--- src/hdl/lcd4_pkg.sv ---
// Shared types and constants of the 4-bit character LCD sequencer.
// Holds the word formats, the job descriptor between front and back, and the init table.
// No dependencies.
`default_nettype none

package lcd4_pkg;

  typedef enum logic [2:0] {
    OP_DATA   = 3'd0,
    OP_CMD    = 3'd1,
    OP_CURSOR = 3'd2,
    OP_CLEAR  = 3'd3,
    OP_HOME   = 3'd4,
    OP_FLAG   = 3'd5,
    OP_GLYPH  = 3'd6,
    OP_INIT   = 3'd7
  } lcd4_op_e;

  typedef enum logic [1:0] {
    JOB_BYTE  = 2'd0,
    JOB_SLOW  = 2'd1,
    JOB_GLYPH = 2'd2,
    JOB_INIT  = 2'd3
  } lcd4_job_e;

  localparam logic [1:0] FLAG_DISPLAY = 2'd0;
  localparam logic [1:0] FLAG_CURSOR  = 2'd1;
  localparam logic [1:0] FLAG_BLINK   = 2'd2;

  localparam logic CFG_CMD_WAIT  = 1'b0;
  localparam logic CFG_SLOW_WAIT = 1'b1;

  localparam logic [7:0] CMD_CLEAR      = 8'h01;
  localparam logic [7:0] CMD_HOME       = 8'h02;
  localparam logic [7:0] CMD_DISP_CTRL  = 8'h08;
  localparam logic [7:0] CMD_CGRAM_ADDR = 8'h40;
  localparam logic [7:0] CMD_DDRAM_ADDR = 8'h80;
  localparam logic [7:0] ROW1_OFFSET    = 8'h40;

  localparam logic [2:0]  FLAGS_RESET     = 3'b100;
  localparam logic [15:0] CMD_WAIT_RESET  = 16'd40;
  localparam logic [15:0] SLOW_WAIT_RESET = 16'd2000;

  localparam int unsigned STEP_W = 5;
  localparam logic [STEP_W-1:0] LAST_BYTE  = 5'd1;
  localparam logic [STEP_W-1:0] LAST_SLOW  = 5'd2;
  localparam logic [STEP_W-1:0] LAST_GLYPH = 5'd17;
  localparam logic [STEP_W-1:0] LAST_INIT  = 5'd12;

  typedef struct packed {
    logic [2:0]  opcode;
    logic [7:0]  byte_value;
    logic [7:0]  column;
    logic [7:0]  line_index;
    logic [1:0]  flag_select;
    logic        flag_value;
    logic [7:0]  glyph_slot;
    logic [63:0] glyph_rows;
  } lcd4_in_t;

  typedef struct packed {
    logic        register_select;
    logic [3:0]  bus_nibble;
    logic        enable_pulse;
    logic [15:0] wait_us;
    logic        last_step;
  } lcd4_out_t;

  // One classified operation waiting for the back end.
  typedef struct packed {
    lcd4_job_e   kind;
    logic        rs;
    logic [7:0]  cmd_byte;
    logic [63:0] rows;
  } lcd4_job_t;

  typedef struct packed {
    logic [15:0] cmd_wait;
    logic [15:0] slow_wait;
  } lcd4_cfg_t;

  typedef struct packed {
    logic [3:0]  nibble;
    logic        en;
    logic        use_cmd_wait;
    logic [15:0] wait_us;
  } lcd4_init_step_t;

  // Power-up sequence: a long settle wait, the three function-set nibbles,
  // the switch to 4-bit mode, then four command bytes.
  function automatic lcd4_init_step_t init_step(logic [3:0] idx);
    lcd4_init_step_t s;
    s = '{nibble: 4'h0, en: 1'b0, use_cmd_wait: 1'b0, wait_us: 16'd0};
    unique case (idx)
      4'd0:  s = '{nibble: 4'h0, en: 1'b0, use_cmd_wait: 1'b0, wait_us: 16'd15000};
      4'd1:  s = '{nibble: 4'h3, en: 1'b1, use_cmd_wait: 1'b0, wait_us: 16'd5000};
      4'd2:  s = '{nibble: 4'h3, en: 1'b1, use_cmd_wait: 1'b0, wait_us: 16'd150};
      4'd3:  s = '{nibble: 4'h3, en: 1'b1, use_cmd_wait: 1'b0, wait_us: 16'd5000};
      4'd4:  s = '{nibble: 4'h2, en: 1'b1, use_cmd_wait: 1'b0, wait_us: 16'd40};
      4'd5:  s = '{nibble: 4'h2, en: 1'b1, use_cmd_wait: 1'b0, wait_us: 16'd0};
      4'd6:  s = '{nibble: 4'h8, en: 1'b1, use_cmd_wait: 1'b1, wait_us: 16'd0};
      4'd7:  s = '{nibble: 4'h0, en: 1'b1, use_cmd_wait: 1'b0, wait_us: 16'd0};
      4'd8:  s = '{nibble: 4'h8, en: 1'b1, use_cmd_wait: 1'b1, wait_us: 16'd0};
      4'd9:  s = '{nibble: 4'h0, en: 1'b1, use_cmd_wait: 1'b0, wait_us: 16'd0};
      4'd10: s = '{nibble: 4'hF, en: 1'b1, use_cmd_wait: 1'b1, wait_us: 16'd0};
      4'd11: s = '{nibble: 4'h0, en: 1'b1, use_cmd_wait: 1'b0, wait_us: 16'd0};
      4'd12: s = '{nibble: 4'h6, en: 1'b1, use_cmd_wait: 1'b1, wait_us: 16'd0};
      default: s = '{nibble: 4'h0, en: 1'b0, use_cmd_wait: 1'b0, wait_us: 16'd0};
    endcase
    return s;
  endfunction

endpackage

`default_nettype wire

--- src/hdl/lcd4_front.sv ---
// Front end: accepts operation words, keeps the display flags, and turns each
// operation into a job descriptor for the queue. Depends on lcd4_pkg.
`default_nettype none

module lcd4_front #(
  parameter int unsigned COLUMNS = 16,
  parameter int unsigned ROWS    = 2
) (
  input  wire logic               clk_i,
  input  wire logic               rst_ni,
  input  wire logic               in_valid_i,
  output logic                    in_ready_o,
  input  wire lcd4_pkg::lcd4_in_t in_data_i,
  input  wire logic               q_full_i,
  output logic                    push_o,
  output lcd4_pkg::lcd4_job_t     job_o
);
  import lcd4_pkg::*;

  localparam logic [7:0] LastCol = 8'(COLUMNS - 1);

  logic [2:0] flags_q, flags_d;
  logic [7:0] col_clamped;
  logic       row_hi;
  lcd4_op_e   op;

  assign in_ready_o = !q_full_i;
  assign push_o     = in_valid_i && !q_full_i;
  assign op         = lcd4_op_e'(in_data_i.opcode);

  assign col_clamped = (in_data_i.column >= 8'(COLUMNS)) ? LastCol : in_data_i.column;
  assign row_hi      = (ROWS > 1) && (in_data_i.line_index != 8'd0);

  always_comb begin
    flags_d = flags_q;
    if (op == OP_FLAG) begin
      unique case (in_data_i.flag_select)
        FLAG_DISPLAY: flags_d[2] = in_data_i.flag_value;
        FLAG_CURSOR:  flags_d[1] = in_data_i.flag_value;
        FLAG_BLINK:   flags_d[0] = in_data_i.flag_value;
        default:      flags_d = flags_q;
      endcase
    end
  end

  always_comb begin
    job_o.kind     = JOB_BYTE;
    job_o.rs       = 1'b0;
    job_o.cmd_byte = in_data_i.byte_value;
    job_o.rows     = in_data_i.glyph_rows;
    unique case (op)
      OP_DATA:   job_o.rs = 1'b1;
      OP_CMD:    job_o.rs = 1'b0;
      OP_CURSOR: job_o.cmd_byte = CMD_DDRAM_ADDR | (col_clamped + (row_hi ? ROW1_OFFSET : 8'd0));
      OP_CLEAR: begin
        job_o.kind     = JOB_SLOW;
        job_o.cmd_byte = CMD_CLEAR;
      end
      OP_HOME: begin
        job_o.kind     = JOB_SLOW;
        job_o.cmd_byte = CMD_HOME;
      end
      OP_FLAG:   job_o.cmd_byte = CMD_DISP_CTRL | {5'd0, flags_d};
      OP_GLYPH: begin
        job_o.kind     = JOB_GLYPH;
        job_o.cmd_byte = CMD_CGRAM_ADDR | {2'd0, in_data_i.glyph_slot[2:0], 3'd0};
      end
      OP_INIT:   job_o.kind = JOB_INIT;
    endcase
  end

  always_ff @(posedge clk_i or negedge rst_ni) begin
    if (!rst_ni) begin
      flags_q <= FLAGS_RESET;
    end else if (push_o) begin
      flags_q <= flags_d;
    end
  end

endmodule

`default_nettype wire

--- src/hdl/lcd4_queue.sv ---
// Two-entry job queue between the front and back ends.
// Depends on lcd4_pkg for the job descriptor.
`default_nettype none

module lcd4_queue (
  input  wire logic                clk_i,
  input  wire logic                rst_ni,
  input  wire logic                push_i,
  input  wire lcd4_pkg::lcd4_job_t push_job_i,
  output logic                     full_o,
  input  wire logic                pop_i,
  output logic                     head_valid_o,
  output lcd4_pkg::lcd4_job_t      head_job_o
);
  import lcd4_pkg::*;

  lcd4_job_t  mem_q [2];
  logic       wr_ptr_q, rd_ptr_q;
  logic [1:0] count_q;

  assign full_o       = (count_q == 2'd2);
  assign head_valid_o = (count_q != 2'd0);
  assign head_job_o   = mem_q[rd_ptr_q];

  always_ff @(posedge clk_i) begin
    if (push_i) begin
      mem_q[wr_ptr_q] <= push_job_i;
    end
  end

  always_ff @(posedge clk_i or negedge rst_ni) begin
    if (!rst_ni) begin
      wr_ptr_q <= 1'b0;
      rd_ptr_q <= 1'b0;
      count_q  <= 2'd0;
    end else begin
      if (push_i) wr_ptr_q <= !wr_ptr_q;
      if (pop_i)  rd_ptr_q <= !rd_ptr_q;
      count_q <= count_q + {1'b0, push_i} - {1'b0, pop_i};
    end
  end

endmodule

`default_nettype wire

--- src/hdl/lcd4_back.sv ---
// Back end: walks the head job one pin step per cycle, unless stalled, into the
// output register. Depends on lcd4_pkg for the job, step and config types.
`default_nettype none

module lcd4_back (
  input  wire logic                clk_i,
  input  wire logic                rst_ni,
  input  wire lcd4_pkg::lcd4_cfg_t cfg_i,
  input  wire logic                head_valid_i,
  input  wire lcd4_pkg::lcd4_job_t head_job_i,
  output logic                     pop_o,
  output logic                     out_valid_o,
  input  wire logic                out_ready_i,
  output lcd4_pkg::lcd4_out_t      out_data_o
);
  import lcd4_pkg::*;

  logic [STEP_W-1:0] step_q, step_d;
  logic              out_valid_q, out_valid_d;
  lcd4_out_t         out_q, out_d;
  lcd4_out_t         step_word;
  logic              advance;
  logic              is_last;
  logic [STEP_W-1:0] last_idx;
  logic [3:0]        byte_idx;
  logic [2:0]        row_idx;
  logic [7:0]        row_byte;
  logic [7:0]        cur_byte;
  logic              cur_rs;
  lcd4_init_step_t   init_word;

  assign advance  = !out_valid_q || out_ready_i;
  assign byte_idx = step_q[4:1];
  assign row_idx  = 3'(byte_idx - 4'd1);
  assign row_byte = head_job_i.rows[{row_idx, 3'b000} +: 8];
  assign init_word = init_step(step_q[3:0]);

  always_comb begin
    unique case (head_job_i.kind)
      JOB_BYTE:  last_idx = LAST_BYTE;
      JOB_SLOW:  last_idx = LAST_SLOW;
      JOB_GLYPH: last_idx = LAST_GLYPH;
      JOB_INIT:  last_idx = LAST_INIT;
    endcase
  end
  assign is_last = (step_q == last_idx);

  // A glyph starts with its address command, then sends row bytes as data.
  always_comb begin
    if (head_job_i.kind == JOB_GLYPH && byte_idx != 4'd0) begin
      cur_byte = row_byte;
      cur_rs   = 1'b1;
    end else begin
      cur_byte = head_job_i.cmd_byte;
      cur_rs   = head_job_i.rs;
    end
  end

  always_comb begin
    step_word.last_step = is_last;
    if (head_job_i.kind == JOB_INIT) begin
      step_word.register_select = 1'b0;
      step_word.bus_nibble      = init_word.nibble;
      step_word.enable_pulse    = init_word.en;
      step_word.wait_us         = init_word.use_cmd_wait ? cfg_i.cmd_wait : init_word.wait_us;
    end else if (head_job_i.kind == JOB_SLOW && step_q == LAST_SLOW) begin
      step_word.register_select = 1'b0;
      step_word.bus_nibble      = 4'h0;
      step_word.enable_pulse    = 1'b0;
      step_word.wait_us         = cfg_i.slow_wait;
    end else begin
      step_word.register_select = cur_rs;
      step_word.bus_nibble      = step_q[0] ? cur_byte[3:0] : cur_byte[7:4];
      step_word.enable_pulse    = 1'b1;
      step_word.wait_us         = step_q[0] ? cfg_i.cmd_wait : 16'd0;
    end
  end

  assign pop_o = advance && head_valid_i && is_last;

  always_comb begin
    step_d      = step_q;
    out_valid_d = out_valid_q;
    out_d       = out_q;
    if (advance) begin
      out_valid_d = head_valid_i;
      if (head_valid_i) begin
        out_d  = step_word;
        step_d = is_last ? '0 : step_q + 1'b1;
      end
    end
  end

  always_ff @(posedge clk_i or negedge rst_ni) begin
    if (!rst_ni) begin
      step_q      <= '0;
      out_valid_q <= 1'b0;
    end else begin
      step_q      <= step_d;
      out_valid_q <= out_valid_d;
    end
  end

  always_ff @(posedge clk_i) begin
    out_q <= out_d;
  end

  assign out_valid_o = out_valid_q;
  assign out_data_o  = out_q;

endmodule

`default_nettype wire

--- src/hdl/char_lcd_4bit_sequencer_unit.sv ---
// An accepted word is queued, then its first step is written into the output register.
// Throughput: one pin step per cycle from the back-end step counter while the output is
// not stalled; an operation is 2 to 18 steps (byte 2, clear/home 3, init 13, glyph 18).
// The two-entry job queue lets new words in while earlier ones are still being stepped.
// Reset (rst_ni low, asynchronous) empties the queue and output register, restores the
// display flags to display on, and the waits to 40 us and 2000 us.
`default_nettype none

module char_lcd_4bit_sequencer_unit #(
  parameter int unsigned COLUMNS = 16,
  parameter int unsigned ROWS    = 2
) (
  input  wire logic                clk_i,
  input  wire logic                rst_ni,
  input  wire logic                in_valid_i,
  output logic                     in_ready_o,
  input  wire lcd4_pkg::lcd4_in_t  in_data_i,
  output logic                     out_valid_o,
  input  wire logic                out_ready_i,
  output lcd4_pkg::lcd4_out_t      out_data_o,
  input  wire logic                cfg_we_i,
  input  wire logic                cfg_index_i,
  input  wire logic [15:0]         cfg_wdata_i
);
  import lcd4_pkg::*;

  // Wait registers. They are to be written by the user only while the block is idle,
  // so the back end can read them directly while stepping; the block does not enforce it.
  lcd4_cfg_t cfg_q;

  always_ff @(posedge clk_i or negedge rst_ni) begin
    if (!rst_ni) begin
      cfg_q.cmd_wait  <= CMD_WAIT_RESET;
      cfg_q.slow_wait <= SLOW_WAIT_RESET;
    end else if (cfg_we_i) begin
      unique case (cfg_index_i)
        CFG_CMD_WAIT:  cfg_q.cmd_wait  <= cfg_wdata_i;
        CFG_SLOW_WAIT: cfg_q.slow_wait <= cfg_wdata_i;
      endcase
    end
  end

  logic      push;
  logic      q_full;
  lcd4_job_t push_job;
  logic      pop;
  logic      head_valid;
  lcd4_job_t head_job;

  // The front end classifies each accepted word into a job and updates the
  // display flags at acceptance, so flag changes apply in word order.
  lcd4_front #(
    .COLUMNS (COLUMNS),
    .ROWS    (ROWS)
  ) u_front (
    .clk_i      (clk_i),
    .rst_ni     (rst_ni),
    .in_valid_i (in_valid_i),
    .in_ready_o (in_ready_o),
    .in_data_i  (in_data_i),
    .q_full_i   (q_full),
    .push_o     (push),
    .job_o      (push_job)
  );

  // The queue decouples acceptance from stepping.
  lcd4_queue u_queue (
    .clk_i        (clk_i),
    .rst_ni       (rst_ni),
    .push_i       (push),
    .push_job_i   (push_job),
    .full_o       (q_full),
    .pop_i        (pop),
    .head_valid_o (head_valid),
    .head_job_o   (head_job)
  );

  // The back end emits the head job one step per cycle while the output is not stalled,
  // and retires it on its last step.
  lcd4_back u_back (
    .clk_i        (clk_i),
    .rst_ni       (rst_ni),
    .cfg_i        (cfg_q),
    .head_valid_i (head_valid),
    .head_job_i   (head_job),
    .pop_o        (pop),
    .out_valid_o  (out_valid_o),
    .out_ready_i  (out_ready_i),
    .out_data_o   (out_data_o)
  );

endmodule

`default_nettype wire
--- config.mk ---
export PLATFORM = sky130hd
export DESIGN_NAME = char_lcd_4bit_sequencer_unit
export DESIGN_NICKNAME = d
export VERILOG_FILES = /design/src/hdl/lcd4_pkg.sv /design/src/hdl/lcd4_front.sv /design/src/hdl/lcd4_queue.sv /design/src/hdl/lcd4_back.sv /design/src/hdl/char_lcd_4bit_sequencer_unit.sv
export SDC_FILE = /design/constraint.sdc
export NUM_CORES = 1
export LEC_CHECK = 0
export BUFFER_PORTS_ARGS = -buffer_cell sky130_fd_sc_hd__buf_2
export CORE_MARGIN = 4
export CORE_UTILIZATION = 35
export CTS_BUF_LIST = sky130_fd_sc_hd__clkbuf_8 sky130_fd_sc_hd__clkbuf_16
export DETAILED_ROUTE_END_ITERATION = 16
export GPL_TIMING_DRIVEN = 0
export SYNTH_ARGS = -nofsm -noshare
export SYNTH_HDL_FRONTEND = slang
export SYNTH_HIERARCHICAL = 1
export SYNTH_SLANG_ARGS = --single-unit
export TNS_END_PERCENT = 20
--- constraint.sdc ---
create_clock -name clk_i -period 4.5 [get_ports clk_i]
set_input_delay 0 -clock clk_i [delete_from_list [all_inputs] [get_ports clk_i]]
set_output_delay 0 -clock clk_i [all_outputs]
set_load 0.005 [all_outputs]
# [After elaboration in Yosys (flattened, before gate mapping)]
# Memories as Yosys holds them, arrays and structs flattened.
# Cells that the tools add are included.
[op_classes] shift=1 mux=20 order_cmp=1 n_addsub=5 reduce_logical=21 n_bitwise=1 n_eq_ne=14
[ops] operator="$shiftx A64 B7 Y8" count=1
[ops] operator="$mux W21" count=2
[ops] operator="$pmux W8 S5" count=1
[ops] operator="$mux W16" count=2
[ops] operator="$pmux W5 S4" count=1
[ops] operator="$mux W7" count=2
[ops] operator="$eq A3 B3 Y1 const B" count=4
[ops] operator="$eq A2 B2 Y1 const B" count=4
[ops] operator="$ge A8 B5 Y1 const B" count=1
[ops] operator="$mux W8" count=1
[ops] operator="$reduce_bool A8 Y1" count=1
[ops] operator="$add A7 B7 Y7" count=1
[ops] operator="$mux W1" count=7
[ops] operator="$eq A3 B2 Y1 const B" count=2
[ops] operator="$pmux W2 S3" count=1
[ops] operator="$reduce_and A2 Y1" count=3
[ops] operator="$add A5 B1 Y5 const B" count=1
[ops] operator="$eq A5 B2 Y1 const B" count=1
[ops] operator="$eq A5 B5 Y1" count=1
[ops] operator="$logic_and A1 B1 Y1" count=5
[ops] operator="$mux W5" count=1
[ops] operator="$eq A2 B1 Y1 const B" count=2
[ops] operator="$logic_not A1 Y1" count=4
[ops] operator="$logic_not A2 Y1" count=2
[ops] operator="other kinds (11)" count=12
[word_totals] mem_bits_rw=150 in_bits=124 wordCells=78 reg_bits=68 memories=2 romBits=272 out_inout_bits=25
[mem_list] memory="(no name shown)" depth=16 word_bits=17 rd=1 rd_ports_with_merged_regs=0 wr=0 line_no="lcd4_pkg.sv:94" source="unique case (idx)"
[mem_list] memory="u_queue.mem_q" depth=2 word_bits=75 rd=1 rd_ports_with_merged_regs=0 wr=1 line_no="lcd4_queue.sv:17" source="lcd4_job_t mem_q [2];"

# [Logic depth before layout (Yosys ltp)]
# An unclocked memory read counts as a cell.
[depth] depth_word=7 mapped_depth=11 ltp_nobuf=9

# [Cells and area by module]
# The synthesis kept the hierarchy.
[by_module_without_submodules] module="lcd4_queue" instances=1 area_per_inst_um2=5765.5 cells_per_inst=248 seq_area_each_um2=4604.4
[by_module_without_submodules] module="lcd4_back" instances=1 area_per_inst_um2=2229.6 cells_per_inst=192 seq_area_each_um2=840.8
[by_module_without_submodules] module="char_lcd_4bit_sequencer_unit" instances=1 area_per_inst_um2=1262.5 cells_per_inst=69 seq_area_each_um2=810.8
[by_module_without_submodules] module="lcd4_front" instances=1 area_per_inst_um2=974.7 cells_per_inst=133 seq_area_each_um2=76.3

# [Worst setup path before layout]
# Ideal clock, no wire load.
[synth_path] path_kind="register to register" from="register u_queue.count_q[1]" to="memory u_queue/mem_q[0][0] (netlist bit) (enable)" stages_incl_launch_ff=4 required_time_ps=3982 n_path_buf=0 slack_ps=-198 arrival_ps=4180 period_less_slack_ps=4698 setup_ps=518 path_cell_list="dfrtp_1 -> nor2b_1 -> nor2b_1 -> nor2b_1"
[synth_between] elab_chain_cells=5
[synth_rtl] item="start, declared" line_no="lcd4_queue.sv:19" source="logic [1:0] count_q;"
[synth_rtl] item="start signal, assigned" line_no="lcd4_queue.sv:39" source="count_q <= count_q + {1'b0, push_i} - {1'b0, pop_i};"
[synth_rtl] item="$eq A2 B2 Y1" line_no="lcd4_queue.sv:21" source="assign full_o = (count_q == 2'd2);"
[synth_rtl] item="net q_full" line_no="char_lcd_4bit_sequencer_unit.sv:44" source="logic q_full;"
[synth_rtl] item="$logic_not A1 Y1" line_no="lcd4_front.sv:28" source="assign push_o = in_valid_i && !q_full_i;"
[synth_rtl] item="$logic_and A1 B1 Y1" line_no="lcd4_front.sv:28"
[synth_rtl] item="net push" line_no="char_lcd_4bit_sequencer_unit.sv:43" source="logic push;"
[synth_rtl] item="$mux W1" line_no="lcd4_queue.sv:26" source="if (push_i) begin"
[synth_rtl] item="$mux W1 (not written as such)" line_no="lcd4_queue.sv:27" source="mem_q[wr_ptr_q] <= push_job_i;"
[synth_rtl] item="end, declared" line_no="lcd4_queue.sv:17"
# The timed path passes the listed nets, and every way through them passes these cells.

==> results.cfg <==
[run_status]
status = finished clean

[hold_path]
hold_path_class = in -> reg
hp-start = in_data_i[93]

[layout]
layout.nets = 985
design_area_um2 = 13000
layout-drive-gt1-share_pct = 39.8
insertedDiodeCount = 0
area.growth.synth_to_final_pct = 27.2

[critical_path]
arrival_ns = 3.71
worstSetupPathType = reg -> reg
startpoint = u_back/step_q[1]
r2r-start = u_back/step_q[1]
crit_path_top_delay_cell = clkbuf_1
max_stage_delay_ns = 0.64
worstSetupStartpointType = register
critPathRequiredTime_ns = 4.77
crit_chain = buf_6, inv_4, ha_1, clkbuf_1, clkbuf_1, mux4_2, mux2i_1, nand3_1, o31ai_1, nor2_1
critPathMaxFanout = 10
critPathCaptureType = register
cpMostUsedCell = clkbuf_1

[detailed_routing]
wl_per_cell_um = 17.7
num_vias = 5981
drtIter0Drc = 329
first_pass_iters = 5
wl_um = 22100
final_antenna_net_count = 0
drc = 0
viasPerCell = 4.77

[clock_network]
numCtsBuffers = 25
cts_root_buffer = clkbuf_16
clock_latency_ns = 0.53
cts_buffer_depth = 3
ctsHoldBuffers = 101
clock_sinks = 218
clk_pin_slew_ns = 0.06
htreeDepth = 1
postCtsSetupBuffers = 0
ctsResizeCount = 0
cts_tree = done

[timing]
finClkSkew_ns = 0.0139
finalSetupViolCount = 0
rsz0062_at_grt = false
drv_slew = 0
worst_slew_pin_slew_ns = 1.15
maxSlewHeadroom_pct = 23.0
finalHoldViolCount = 0
min_period_ns = 3.44
final.setup.tns_ns = 0
fmax_mhz = 290
post-route-period-util_pct = 76.5

[place]
hpwl_um = 14700
gp_congestion = 0.788
place_area_um2 = 11200
port_buffers = 79

[power_and_ir_drop]
ir_drop_mv = 0.303
p_per_area_nw_per_um2 = 601
leakagePower_uw = 0.00513

[logic_synthesis]
syn_inst = 642
netlist_area_um2 = 10200
syn-mean-instance-area_um2 = 15.9
synth-seq-cells = 218
ys_warn_count = 6
synth.distinct_cells = 60
syn-num-nets = 775
synthArstFlopShare_pct = 20.6
ys_seq_area_share_pct = 61.9
synth_edf_count = 173
synth-main-ff-cell = edfxtp_1

[grt]
antenna_found_initial = 0
grt_use_total_pct = 13.7
grt_max_degree = 61
grt_pass1_wl_um = 34000
grt_pass1_vias = 6301
gr-total-overflow = 0

[floorplanning]
die_x_um = 179
core_area_um2 = 28800
initial_core_util_pct = 35.6
placementRows = 62
die_h_um = 179
fp.dieArea_um2 = 32000
io_pins = 149

[flow_run]
drv_cap = 0
cell usage after synthesis (all sizes together) (3+ instances only):
master	instances	share of area (%)
and3	5	0.31
nor2	13	0.50
and2	8	0.49
edfxtp	173	51
nor4	4	0.24
a21o	4	0.29
mux2	114	14
a221o	11	1.1
nor3	7	0.34
nand2	21	0.79
inv	9	0.35
clkbuf	8	0.29
a22o	9	0.77
nor2b	13	0.87
a2111o	5	0.55
nand2b	5	0.31
mux4	16	3.8
o21ai	15	0.73
a211oi	3	0.27
o22ai	5	0.31
o21a	4	0.29
ha	9	1.1
mux2i	7	0.68
dfrtp	36	8.8
a21oi	17	0.83
dfstp	9	2.3
buf	85	6.2
nand3	3	0.15
power by group:
group	switching (uW)	internal, uW	leakage (uW)
Combinational	1430	1380	0.00256
Sequential	179	2830	0.00214
Clock	816	1180	0.000423
Total	2420	5400	0.00513
flip-flops by register name, indices dropped and copies added (netlist names):
register / cells
u_queue/mem_q: 150
cfg_q: 32
u_back/out_data_o: 23
u_back/step_q: 5
u_front/flags_q: 3
u_queue/count_q: 2
u_back/out_valid_o: 1
u_queue/rd_ptr_q: 1
u_queue/wr_ptr_q: 1
metrics by stage:
stage | power (uW) | hold slack, ns | cells | worst slack, ns | util (%)
floorplan | 4950 | -0.296 | 642 | 1.23 | -
global placement | 5800 | 0.185 | 1105 | -0.250 | 38.6
detailed placement | 5850 | 0.187 | 1108 | 0.949 | 38.9
CTS | 7940 | 0.00114 | 1253 | 0.941 | 45.2
global route | 8270 | 0.0348 | 1253 | 0.824 | 45.2
finish | 7820 | 0.0217 | 1253 | 1.06 | 45.2
metal layers:
| layer | wire length (um) | global-route usage [%] |
|---|---|---|
| met4 | 431 | 2.75 |
| met1 | 9870 | 18.4 |
| met2 | 10700 | 23.4 |
| met5 | 0 | 0 |
| met3 | 1090 | 2.40 |
placed cells by master, fill, tap and decap left out, types with 5 or more instances in the layout:
master,Yosys,final
dfrtp_1,36,36
a21oi_1,17,17
mux4_2,9,9
dfstp_2,9,9
edfxtp_1,173,173
a221o_1,11,11
nor2_1,12,12
buf_4,66,66
clkbuf_16,0,26
nor2b_1,12,11
mux2_4,52,52
inv_1,8,12
o22ai_1,5,5
nor3_1,7,7
mux2i_1,7,7
a2111o_1,5,5
dlygate4sd3_1,0,101
ha_1,9,9
clkbuf_1,8,8
mux4_1,7,7
a22o_1,9,9
and3_1,5,5
mux2_2,62,62
nand2_1,20,20
buf_6,8,8
o21ai_0,11,11
and2_1,8,7
nand2b_1,5,5
clkinv_2,0,5
buf_2,8,87
layout make-up:
class,count,area [um2]
Fill cell,2517,15800
Sequential cell,218,6330
Multi-Input combinational cell,321,3200
Timing Repair Buffer,183,1470
Buffer,93,667
Clock buffer,27,664
Tap cell,384,480
Clock inverter,17,151
Inverter,10,40.0
worst paths after layout:
path / endpoint / depth (start not counted) / slack (ns)
worst max-delay path: u_back/out_data_o[21] / 10 / 1.06
worst min-delay path: u_queue/mem_q[0][66] / 3 / 0.02
worst max register to register: u_back/out_data_o[21] / 10 / 1.06
worst min register to register: u_front/flags_q[1] / 1 / 0.50
max in group asynchronous: cfg_q[22] / 2 / 3.63
min in group asynchronous: u_back/out_valid_o / 2 / 0.21
logic make-up (layout without fill, tap and decap cells):
logic type,after synthesis,in the layout,share of synthesized area (%)
xor gates and xnor gates,4,4,0.489
adders and majority gates,9,9,1.10
buffers and inverters,103,330,6.91
and+or+nand+nor,87,87,4.67
muxes,137,137,18.9
DFF,218,218,61.9
AOI/OAI and AO/OA,84,84,6.03
critical path: cells and delay by family (launching register included):
family | cells | cell delay (ns)
DFF | 1 | 0.57
muxes | 2 | 0.66
and+or+nand+nor | 2 | 0.21
buffers and inverters | 4 | 1.36
adders and majority gates | 1 | 0.28
AOI/OAI and AO/OA | 1 | 0.10
Note: power is estimated with default switching activity, not from simulation.
